`config.mk`:
```
export PLATFORM = sky130hd
export DESIGN_NAME = moving_average_frame_rate_meter
export DESIGN_NICKNAME = d
export VERILOG_FILES = /design/src/sv/fmr_pkg.sv /design/src/sv/fmr_front.sv /design/src/sv/fmr_queue.sv /design/src/sv/fmr_back.sv /design/src/sv/moving_average_frame_rate_meter.sv
export SDC_FILE = /design/constraint.sdc
export NUM_CORES = 1
export LEC_CHECK = 0
export BUFFER_PORTS_ARGS = -buffer_cell sky130_fd_sc_hd__clkbuf_2
export CORE_MARGIN = 2
export CORE_UTILIZATION = 62
export CTS_BUF_LIST = sky130_fd_sc_hd__clkbuf_4
export DETAILED_ROUTE_END_ITERATION = 6
export PLACE_DENSITY_LB_ADDON = 0.15
export SYNTH_ARGS = -nofsm -noshare
export SYNTH_HDL_FRONTEND = slang
export SYNTH_SLANG_ARGS = --single-unit
```
`constraint.sdc`:
```
create_clock -name clk_i -period 6.46 [get_ports clk_i]
set_input_delay 0.646 -clock clk_i [delete_from_list [all_inputs] [get_ports clk_i]]
set_output_delay 0.646 -clock clk_i [all_outputs]
set_load 0.05 [all_outputs]
```
`src/sv/fmr_pkg.sv`:
```
// Shared constants for the moving-average frame rate meter.
package fmr_pkg;

  localparam int unsigned TPS_W   = 20;
  localparam int unsigned STAMP_W = 32;
  localparam int unsigned RATE_W  = 28;
  localparam int unsigned FRAC_W  = 8;

  localparam logic [TPS_W-1:0]  TPS_RESET = TPS_W'(1000);
  localparam logic [RATE_W-1:0] RATE_MAX  = RATE_W'(256000000);

  // Transaction kinds carried on the input tuser bit.
  localparam logic MODE_RESTART = 1'b0;
  localparam logic MODE_FRAME   = 1'b1;

endpackage

```
`src/sv/fmr_front.sv`:
```
// Front end: accepts transactions and maintains the interval window, sum and fill count.
module fmr_front import fmr_pkg::*; #(
  parameter int unsigned WINDOW_DEPTH = 16,
  parameter int unsigned CNT_W        = 5,
  parameter int unsigned SUM_W        = 36,
  parameter int unsigned ENT_W        = 42
) (
  input  logic               clk_i,
  input  logic               rst_ni,
  input  logic               in_valid_i,
  output logic               in_ready_o,
  input  logic               in_mode_i,
  input  logic [STAMP_W-1:0] in_stamp_i,
  output logic               push_o,
  output logic [ENT_W-1:0]   push_data_o,
  input  logic               q_full_i
);

  localparam int unsigned SLOT_W = (WINDOW_DEPTH > 1) ? $clog2(WINDOW_DEPTH) : 1;

  localparam logic [1:0] F_IDLE   = 2'd0;
  localparam logic [1:0] F_READ   = 2'd1;
  localparam logic [1:0] F_UPDATE = 2'd2;

  logic [1:0]         state_q, state_d;
  logic               mode_q;
  logic [STAMP_W-1:0] stamp_q;
  logic [STAMP_W-1:0] last_stamp_q, last_stamp_d;
  logic [SLOT_W-1:0]  slot_q, slot_d;
  logic [CNT_W-1:0]   filled_q, filled_d;
  logic [SUM_W-1:0]   sum_q, sum_d;
  logic [STAMP_W-1:0] rd_data_q;
  logic [STAMP_W-1:0] ring_mem [WINDOW_DEPTH];

  logic               accept;
  logic               commit;
  logic               window_full;
  logic [STAMP_W-1:0] interval;
  logic [STAMP_W-1:0] old_entry;
  logic [SUM_W-1:0]   sum_next;
  logic [CNT_W-1:0]   filled_next;
  logic [SLOT_W-1:0]  slot_next;

  assign in_ready_o  = (state_q == F_IDLE);
  assign accept      = in_valid_i && in_ready_o;
  assign commit      = (state_q == F_UPDATE) && !q_full_i;
  assign window_full = (filled_q == CNT_W'(WINDOW_DEPTH));

  // Entries beyond the fill count were never written since the last clear and read as zero.
  assign interval    = stamp_q - last_stamp_q;
  assign old_entry   = window_full ? rd_data_q : '0;
  assign sum_next    = sum_q - SUM_W'(old_entry) + SUM_W'(interval);
  assign filled_next = window_full ? filled_q : filled_q + CNT_W'(1);
  assign slot_next   = (slot_q == SLOT_W'(WINDOW_DEPTH - 1)) ? '0 : slot_q + SLOT_W'(1);

  always_comb begin
    state_d      = state_q;
    last_stamp_d = last_stamp_q;
    slot_d       = slot_q;
    filled_d     = filled_q;
    sum_d        = sum_q;
    case (state_q)
      F_IDLE: begin
        if (accept) state_d = F_READ;
      end
      F_READ: begin
        state_d = F_UPDATE;
      end
      F_UPDATE: begin
        if (commit) begin
          state_d      = F_IDLE;
          last_stamp_d = stamp_q;
          if (mode_q == MODE_FRAME) begin
            slot_d   = slot_next;
            filled_d = filled_next;
            sum_d    = sum_next;
          end else begin
            slot_d   = '0;
            filled_d = '0;
            sum_d    = '0;
          end
        end
      end
      default: state_d = F_IDLE;
    endcase
  end

  assign push_o      = commit;
  assign push_data_o = (mode_q == MODE_FRAME) ? {MODE_FRAME, filled_next, sum_next}
                                              : {MODE_RESTART, CNT_W'(0), SUM_W'(0)};

  always_ff @(posedge clk_i or negedge rst_ni) begin
    if (!rst_ni) begin
      state_q      <= F_IDLE;
      last_stamp_q <= '0;
      slot_q       <= '0;
      filled_q     <= '0;
      sum_q        <= '0;
    end else begin
      state_q      <= state_d;
      last_stamp_q <= last_stamp_d;
      slot_q       <= slot_d;
      filled_q     <= filled_d;
      sum_q        <= sum_d;
    end
  end

  always_ff @(posedge clk_i) begin
    if (accept) begin
      mode_q  <= in_mode_i;
      stamp_q <= in_stamp_i;
    end
  end

  always_ff @(posedge clk_i) begin
    if (commit && (mode_q == MODE_FRAME)) ring_mem[slot_q] <= interval;
    if (state_q == F_READ) rd_data_q <= ring_mem[slot_q];
  end

  a_filled_bound: assert property (@(posedge clk_i) disable iff (!rst_ni)
    filled_q <= CNT_W'(WINDOW_DEPTH))
    else $error("fill count exceeds window depth");

  a_restart_clears: assert property (@(posedge clk_i) disable iff (!rst_ni)
    commit && (mode_q == MODE_RESTART) |=> (filled_q == '0) && (sum_q == '0) && (slot_q == '0))
    else $error("restart did not clear the window");

endmodule

```
`src/sv/fmr_queue.sv`:
```
// Two-entry queue that decouples the window update from the rate divider.
module fmr_queue #(
  parameter int unsigned WIDTH = 42
) (
  input  logic             clk_i,
  input  logic             rst_ni,
  input  logic             push_i,
  input  logic [WIDTH-1:0] push_data_i,
  output logic             full_o,
  input  logic             pop_i,
  output logic             valid_o,
  output logic [WIDTH-1:0] pop_data_o
);

  logic [WIDTH-1:0] entry_q [2];
  logic             wr_ptr_q, rd_ptr_q;
  logic [1:0]       count_q;

  assign full_o     = (count_q == 2'd2);
  assign valid_o    = (count_q != 2'd0);
  assign pop_data_o = entry_q[rd_ptr_q];

  always_ff @(posedge clk_i or negedge rst_ni) begin
    if (!rst_ni) begin
      wr_ptr_q <= 1'b0;
      rd_ptr_q <= 1'b0;
      count_q  <= 2'd0;
    end else begin
      if (push_i) wr_ptr_q <= ~wr_ptr_q;
      if (pop_i) rd_ptr_q <= ~rd_ptr_q;
      case ({push_i, pop_i})
        2'b10:   count_q <= count_q + 2'd1;
        2'b01:   count_q <= count_q - 2'd1;
        default: count_q <= count_q;
      endcase
    end
  end

  always_ff @(posedge clk_i) begin
    if (push_i) entry_q[wr_ptr_q] <= push_data_i;
  end

  a_no_overflow: assert property (@(posedge clk_i) disable iff (!rst_ni)
    push_i |-> !full_o)
    else $error("push into a full queue");

  a_no_underflow: assert property (@(posedge clk_i) disable iff (!rst_ni)
    pop_i |-> valid_o)
    else $error("pop from an empty queue");

endmodule

```
`src/sv/fmr_back.sv`:
```
// Back end: multiplies, divides bit-serially and saturates to produce the rate.
module fmr_back import fmr_pkg::*; #(
  parameter int unsigned CNT_W = 5,
  parameter int unsigned SUM_W = 36,
  parameter int unsigned ENT_W = 42
) (
  input  logic              clk_i,
  input  logic              rst_ni,
  input  logic [TPS_W-1:0]  tps_i,
  input  logic              q_valid_i,
  input  logic [ENT_W-1:0]  q_data_i,
  output logic              pop_o,
  output logic              out_valid_o,
  input  logic              out_ready_i,
  output logic [RATE_W-1:0] out_rate_o,
  output logic              out_flag_o
);

  localparam int unsigned PROD_W = TPS_W + CNT_W;
  localparam int unsigned NUM_W  = PROD_W + FRAC_W;
  localparam int unsigned DCNT_W = $clog2(NUM_W + 1);

  localparam logic [1:0] B_IDLE = 2'd0;
  localparam logic [1:0] B_MUL  = 2'd1;
  localparam logic [1:0] B_DIV  = 2'd2;
  localparam logic [1:0] B_DONE = 2'd3;

  logic [1:0]        state_q, state_d;
  logic [SUM_W-1:0]  sum_q, sum_d;
  logic [CNT_W-1:0]  filled_q, filled_d;
  logic [SUM_W-1:0]  rem_q, rem_d;
  logic [NUM_W-1:0]  quo_q, quo_d;
  logic [DCNT_W-1:0] cnt_q, cnt_d;
  logic              flag_q, flag_d;
  logic              out_valid_q, out_valid_d;
  logic [RATE_W-1:0] out_rate_q, out_rate_d;
  logic              out_flag_q, out_flag_d;

  logic              ent_frame;
  logic [CNT_W-1:0]  ent_filled;
  logic [SUM_W-1:0]  ent_sum;
  logic [PROD_W-1:0] prod;
  logic [SUM_W:0]    shifted;
  logic              take;
  logic              load_out;
  logic [RATE_W-1:0] rate_sat;

  assign {ent_frame, ent_filled, ent_sum} = q_data_i;

  assign pop_o    = (state_q == B_IDLE) && q_valid_i;
  assign load_out = (state_q == B_DONE) && (!out_valid_q || out_ready_i);

  assign prod     = PROD_W'(tps_i) * PROD_W'(filled_q);
  assign shifted  = {rem_q, quo_q[NUM_W-1]};
  assign take     = (shifted >= {1'b0, sum_q});
  assign rate_sat = (quo_q > NUM_W'(RATE_MAX)) ? RATE_MAX : quo_q[RATE_W-1:0];

  always_comb begin
    state_d  = state_q;
    sum_d    = sum_q;
    filled_d = filled_q;
    rem_d    = rem_q;
    quo_d    = quo_q;
    cnt_d    = cnt_q;
    flag_d   = flag_q;
    case (state_q)
      B_IDLE: begin
        if (q_valid_i) begin
          sum_d    = ent_sum;
          filled_d = ent_filled;
          flag_d   = 1'b0;
          if (ent_frame != MODE_FRAME) begin
            quo_d   = '0;
            state_d = B_DONE;
          end else if (ent_sum == '0) begin
            quo_d   = NUM_W'(RATE_MAX);
            flag_d  = 1'b1;
            state_d = B_DONE;
          end else begin
            state_d = B_MUL;
          end
        end
      end
      B_MUL: begin
        quo_d   = {prod, FRAC_W'(0)};
        rem_d   = '0;
        cnt_d   = DCNT_W'(NUM_W);
        state_d = B_DIV;
      end
      B_DIV: begin
        rem_d = take ? SUM_W'(shifted - {1'b0, sum_q}) : shifted[SUM_W-1:0];
        quo_d = {quo_q[NUM_W-2:0], take};
        cnt_d = cnt_q - DCNT_W'(1);
        if (cnt_q == DCNT_W'(1)) state_d = B_DONE;
      end
      B_DONE: begin
        if (load_out) state_d = B_IDLE;
      end
      default: state_d = B_IDLE;
    endcase
  end

  always_comb begin
    out_valid_d = out_valid_q;
    out_rate_d  = out_rate_q;
    out_flag_d  = out_flag_q;
    if (out_valid_q && out_ready_i) out_valid_d = 1'b0;
    if (load_out) begin
      out_valid_d = 1'b1;
      out_rate_d  = rate_sat;
      out_flag_d  = flag_q;
    end
  end

  always_ff @(posedge clk_i or negedge rst_ni) begin
    if (!rst_ni) begin
      state_q     <= B_IDLE;
      cnt_q       <= '0;
      out_valid_q <= 1'b0;
    end else begin
      state_q     <= state_d;
      cnt_q       <= cnt_d;
      out_valid_q <= out_valid_d;
    end
  end

  always_ff @(posedge clk_i) begin
    sum_q      <= sum_d;
    filled_q   <= filled_d;
    rem_q      <= rem_d;
    quo_q      <= quo_d;
    flag_q     <= flag_d;
    out_rate_q <= out_rate_d;
    out_flag_q <= out_flag_d;
  end

  assign out_valid_o = out_valid_q;
  assign out_rate_o  = out_rate_q;
  assign out_flag_o  = out_flag_q;

  a_rate_range: assert property (@(posedge clk_i) disable iff (!rst_ni)
    out_valid_q |-> (out_rate_q <= RATE_MAX))
    else $error("rate result above saturation limit");

  a_flag_saturates: assert property (@(posedge clk_i) disable iff (!rst_ni)
    out_valid_q && out_flag_q |-> (out_rate_q == RATE_MAX))
    else $error("zero-interval flag without saturated rate");

endmodule

```
`src/sv/moving_average_frame_rate_meter.sv`:
```
// Top level of the moving-average frame rate meter.
//
// The input stream carries one transaction per event: tuser selects restart (0) or
// completed frame (1) and tdata carries the free-running 32-bit tick timestamp. Every
// input transaction yields exactly one output transaction: tdata holds the frame rate in
// frames per second with 8 fraction bits (zero after a restart) and tuser raises when the
// window sum is zero and the rate is pinned to its maximum.
// The front end takes a transaction, reads the overwritten ring entry from the interval
// memory and updates the running sum and fill count, in its idle, read and update states.
// A two-entry queue carries the window snapshot to the back end, which forms ticks_per_second
// times the fill count, then runs a restoring divider at one quotient bit per cycle. The
// quotient is NUM_W bits wide, where NUM_W is 28 plus the fill count width; the back end
// takes the next frame from the queue only after the last result has been loaded into
// the output register. Restarts and zero sums skip the divider.
// Reset clears the window, last timestamp and control state, and loads 1000 into
// ticks_per_second; the ring memory needs no clearing because entries beyond the fill
// count read as zero. When the receiver stalls, the result waits in the output register,
// the back end stops after its next result and the queue and front end fill behind it.
// The cfg port writes ticks_per_second and is meant to be used only while the block is idle.
module moving_average_frame_rate_meter import fmr_pkg::*; #(
  parameter int unsigned WINDOW_DEPTH = 16
) (
  input  logic               clk_i,
  input  logic               rst_ni,
  // Configuration: ticks_per_second.
  input  logic               cfg_we_i,
  input  logic [TPS_W-1:0]   cfg_wdata_i,
  // Input stream.
  input  logic               s_axis_tvalid,
  output logic               s_axis_tready,
  input  logic [31:0]        s_axis_tdata,   // [31:0] timestamp
  input  logic               s_axis_tuser,   // [0] mode
  // Output stream.
  output logic               m_axis_tvalid,
  input  logic               m_axis_tready,
  output logic [31:0]        m_axis_tdata,   // [27:0] rate_q8, [31:28] zero
  output logic               m_axis_tuser    // [0] zero_interval
);

  // Fill count holds 0..WINDOW_DEPTH; the sum holds WINDOW_DEPTH full-scale intervals.
  localparam int unsigned CNT_W = $clog2(WINDOW_DEPTH + 1);
  localparam int unsigned SUM_W = STAMP_W + $clog2(WINDOW_DEPTH);
  localparam int unsigned ENT_W = 1 + CNT_W + SUM_W;

  logic [TPS_W-1:0]  tps_q;
  logic              push;
  logic [ENT_W-1:0]  push_data;
  logic              q_full;
  logic              pop;
  logic              q_valid;
  logic [ENT_W-1:0]  q_data;
  logic [RATE_W-1:0] rate;
  logic              zero_flag;

  // Rate scale, read directly by back end; user must change it only when idle, unenforced.
  always_ff @(posedge clk_i or negedge rst_ni) begin
    if (!rst_ni) begin
      tps_q <= TPS_RESET;
    end else if (cfg_we_i) begin
      tps_q <= cfg_wdata_i;
    end
  end

  fmr_front #(
    .WINDOW_DEPTH (WINDOW_DEPTH),
    .CNT_W        (CNT_W),
    .SUM_W        (SUM_W),
    .ENT_W        (ENT_W)
  ) u_front (
    .clk_i       (clk_i),
    .rst_ni      (rst_ni),
    .in_valid_i  (s_axis_tvalid),
    .in_ready_o  (s_axis_tready),
    .in_mode_i   (s_axis_tuser),
    .in_stamp_i  (s_axis_tdata),
    .push_o      (push),
    .push_data_o (push_data),
    .q_full_i    (q_full)
  );

  fmr_queue #(
    .WIDTH (ENT_W)
  ) u_queue (
    .clk_i       (clk_i),
    .rst_ni      (rst_ni),
    .push_i      (push),
    .push_data_i (push_data),
    .full_o      (q_full),
    .pop_i       (pop),
    .valid_o     (q_valid),
    .pop_data_o  (q_data)
  );

  fmr_back #(
    .CNT_W (CNT_W),
    .SUM_W (SUM_W),
    .ENT_W (ENT_W)
  ) u_back (
    .clk_i       (clk_i),
    .rst_ni      (rst_ni),
    .tps_i       (tps_q),
    .q_valid_i   (q_valid),
    .q_data_i    (q_data),
    .pop_o       (pop),
    .out_valid_o (m_axis_tvalid),
    .out_ready_i (m_axis_tready),
    .out_rate_o  (rate),
    .out_flag_o  (zero_flag)
  );

  assign m_axis_tdata = {(32 - RATE_W)'(0), rate};
  assign m_axis_tuser = zero_flag;

endmodule
```
==> flow_summary.toml <==
[status]
status = "finished clean"

[sta]
timing.final.crit_period_ns = 5.69
hold_violations = 0
tightest_slew_ns = 1.25
timing.fmax_mhz = 176
skew_ns = 0.0844
setup_viol = 0
rsz0062_at_grt = "no"
relSlewSlack_pct = 16.0
slew_viol_final = 0
fin_crit_sh_pct = 88.0
setup_tns_ns = 0

[floorplanning]
std_cell_rows = 97
start_util_pct = 62.9
die_w_um = 271
core_region_area_mm2 = 0.0704
die_y_um = 271
pin_count = 93
die-area_mm2 = 0.0735

[setup_path]
worstSetupStartpointType = "flip-flop"
cpMostUsedCell = "inv_1"
crit_buf_inv = 3
crit_required_ns = 7.40
crit_family = "compound AO/OA/AOI/OAI gates"
slowest_stage = "fa_1"
worstPathArrival_ns = 6.62
max_stage_delay_ns = 0.54
cp_max_fo = 8
crit_path_end_kind = "flip-flop"
path_class = "flip-flop to flip-flop"

[yosys]
synth_commonest_cells = "edfxtp_1 (801), inv_1 (274), nand2_1 (205), mux4_2 (160)"
netlist_area_mm2 = 0.0442
ys_warn_count = 0
synth_seq_area_share_pct = 60.7
yosys_most_used_dff = "edfxtp_1"
synth_most_common_cell = "edfxtp_1"
yosysTopAreaCell = "edfxtp_1"
syn_area_per_cell_um2 = 14.4
synth_cells = 3079
synthTopCellsByArea = "edfxtp_1 (54%), mux4_2 (8.1%), dfrtp_1 (6.0%)"
synth_top_area_share_pct = 54.4
async_flop_share_pct = 12.3
synth_edf_count = 801
synth_seq_cells = 913
ys_types = 89

[route]
avgRoutedWirePerCell_um = 21.8
topRoutingLayerUsed = "met4"
vias = 26400
wl_um = 97800
routed-wl-met3_um = 5750
wl_met1_um = 40100
drt_iter0_drc = 2252
wl_met2_um = 49200
dr.pass1.iters = 6
route.detailed.drc = 0
ant_nets = 0
avgViaCountPerCell = 5.88

[clock_tree]
cts_sinks = 913
ctsHoldBuffers = 56
numCtsBuffers = 219
cts_resized = 0
clk_pin_slew_ns = 0.08
cts_max_level = 4
clockBufferDepth = 3
cts_tree = "yes"
post_cts_buffers = 0
root_buffer = "clkbuf_4"
clk_latency_ns = 1.09

[global_route]
grt_pass1_vias = 27400
track_usage_pct = 27.3
grt_max_degree = 101
grt_pass1_wl_um = 152000
grt_antenna_before_repair = 2
overflow = 0

[placement]
port_buffers = 88
globalplace.congestion = 0.924
dp_hpwl_um = 63700

[layout]
layout.nets = 3664
drive_above_1_share_pct = 22.2
nFillCells = 4786
area_growth_syn_to_layout_pct = 11.4

[run]
maxCapViolCount = 0

[worst_hold_path]
hold_path.class = "primary input to flip-flop"
## worst reg2reg max path: cells and delay by family (launching register included)
kind                     cells  cell delay (ns)
flip-flops                   1             0.36
buffers and inverters        3             0.18
adder cells (fa/ha/maj)      4             1.52
AND/OR/NAND/NOR              3             0.44
XOR/XNOR                     2             0.31
AO/OA/AOI/OAI               13             2.73
## flip-flops by register name, indices dropped and copies added (netlist names), 6 cells and up
register / cells
u_front.stamp_q: 32
u_back.sum_q: 36
u_back.quo_q: 33
u_front.sum_q: 36
u_front.last_stamp_q: 32
u_front.ring_mem: 512
u_back.cnt_q: 6
u_back.out_rate_o: 28
u_back.rem_q: 36
u_front.rd_data_q: 32
tps_q: 20
u_queue.entry_q: 84
## path summary, 6_finish.rpt
path / startpoint / end / slack (ns) / cells after the start
hold reg to reg: u_back.flag_q$_SDFFCE_PN0P_ / u_back.out_flag_o$_DFFE_PP_ / 0.47 / 0
hold / removal: cfg_we_i / tps_q[3]$_DFFE_PN1P_ / 0.22 / 2
setup reg to reg: u_front.stamp_q[0]$_DFFE_PP_ / u_front.sum_q[35]$_DFFE_PN0P_ / 0.77 / 25
max in group asynchronous: rst_ni / u_front.slot_q[1]$_DFFE_PN0P_ / 4.86 / 3
min in group asynchronous: rst_ni / tps_q[19]$_DFFE_PN0P_ / 0.25 / 2
setup / recovery: u_front.stamp_q[0]$_DFFE_PP_ / u_front.sum_q[35]$_DFFE_PN0P_ / 0.77 / 25
## kinds of logic after synthesis
| logic type | share of synthesized area, % |
|---|---|
| XOR/XNOR | 2.59 |
| AO/OA/AOI/OAI | 6.94 |
| buffers and inverters | 3.47 |
| other | 0.00847 |
| multiplexers | 10.7 |
| flip-flops | 60.7 |
| AND/OR/NAND/NOR | 7.42 |
| adder cells (fa/ha/maj) | 8.19 |
## per-layer routing
metal  GRT usage [%]  up-vias
met5               0        -
met4            10.5        0
met3            4.97      174
met2            46.0      911
met1            35.6    13200
li1                -    12100
## area by class of cell
| class | instances | area [µm²] | area share (%) |
|---|---|---|---|
| sequential | 913 | 26900 | 54.5 |
| multi-input combinational | 1772 | 15900 | 32.3 |
| clock buffer | 343 | 2570 | 5.22 |
| timing repair buffer | 187 | 1340 | 2.72 |
| tap | 940 | 1180 | 2.39 |
| inverter | 276 | 1040 | 2.10 |
| clock inverter | 60 | 374 | 0.759 |
| antenna | 3 | 7.51 | 0.0152 |
## through the flow
step	instances	util [%]	hold slack, ns	area, µm²	setup WS [ns]
after detailed placement	4032	65.0	0.454	45800	0.909
after CTS	4491	70.0	0.101	49300	0.846
after global routing	4494	70.0	0.176	49300	0.340
final	4494	70.0	0.219	49300	0.772
after global placement	4032	65.0	0.454	45800	0.868
after floorplan	3082	-	0.350	44300	1.48
## layout by cell type (no fill, tap or decap), types with 87 or more instances in the layout
cell type,synthesis,final
edfxtp_1,801,801
clkbuf_4,0,343
inv_1,274,274
nand2_1,205,205
mux4_2,160,160
o21ai_0,149,149
ha_1,149,148
and2_1,145,131
a21oi_1,119,119
nor2_1,114,113
dfrtp_1,106,103
fa_1,88,88
clkbuf_2,0,87
Power is left out: the tool's default activity adds up to more than one toggle a clock period on the data nets, which glitch-free logic cannot reach.
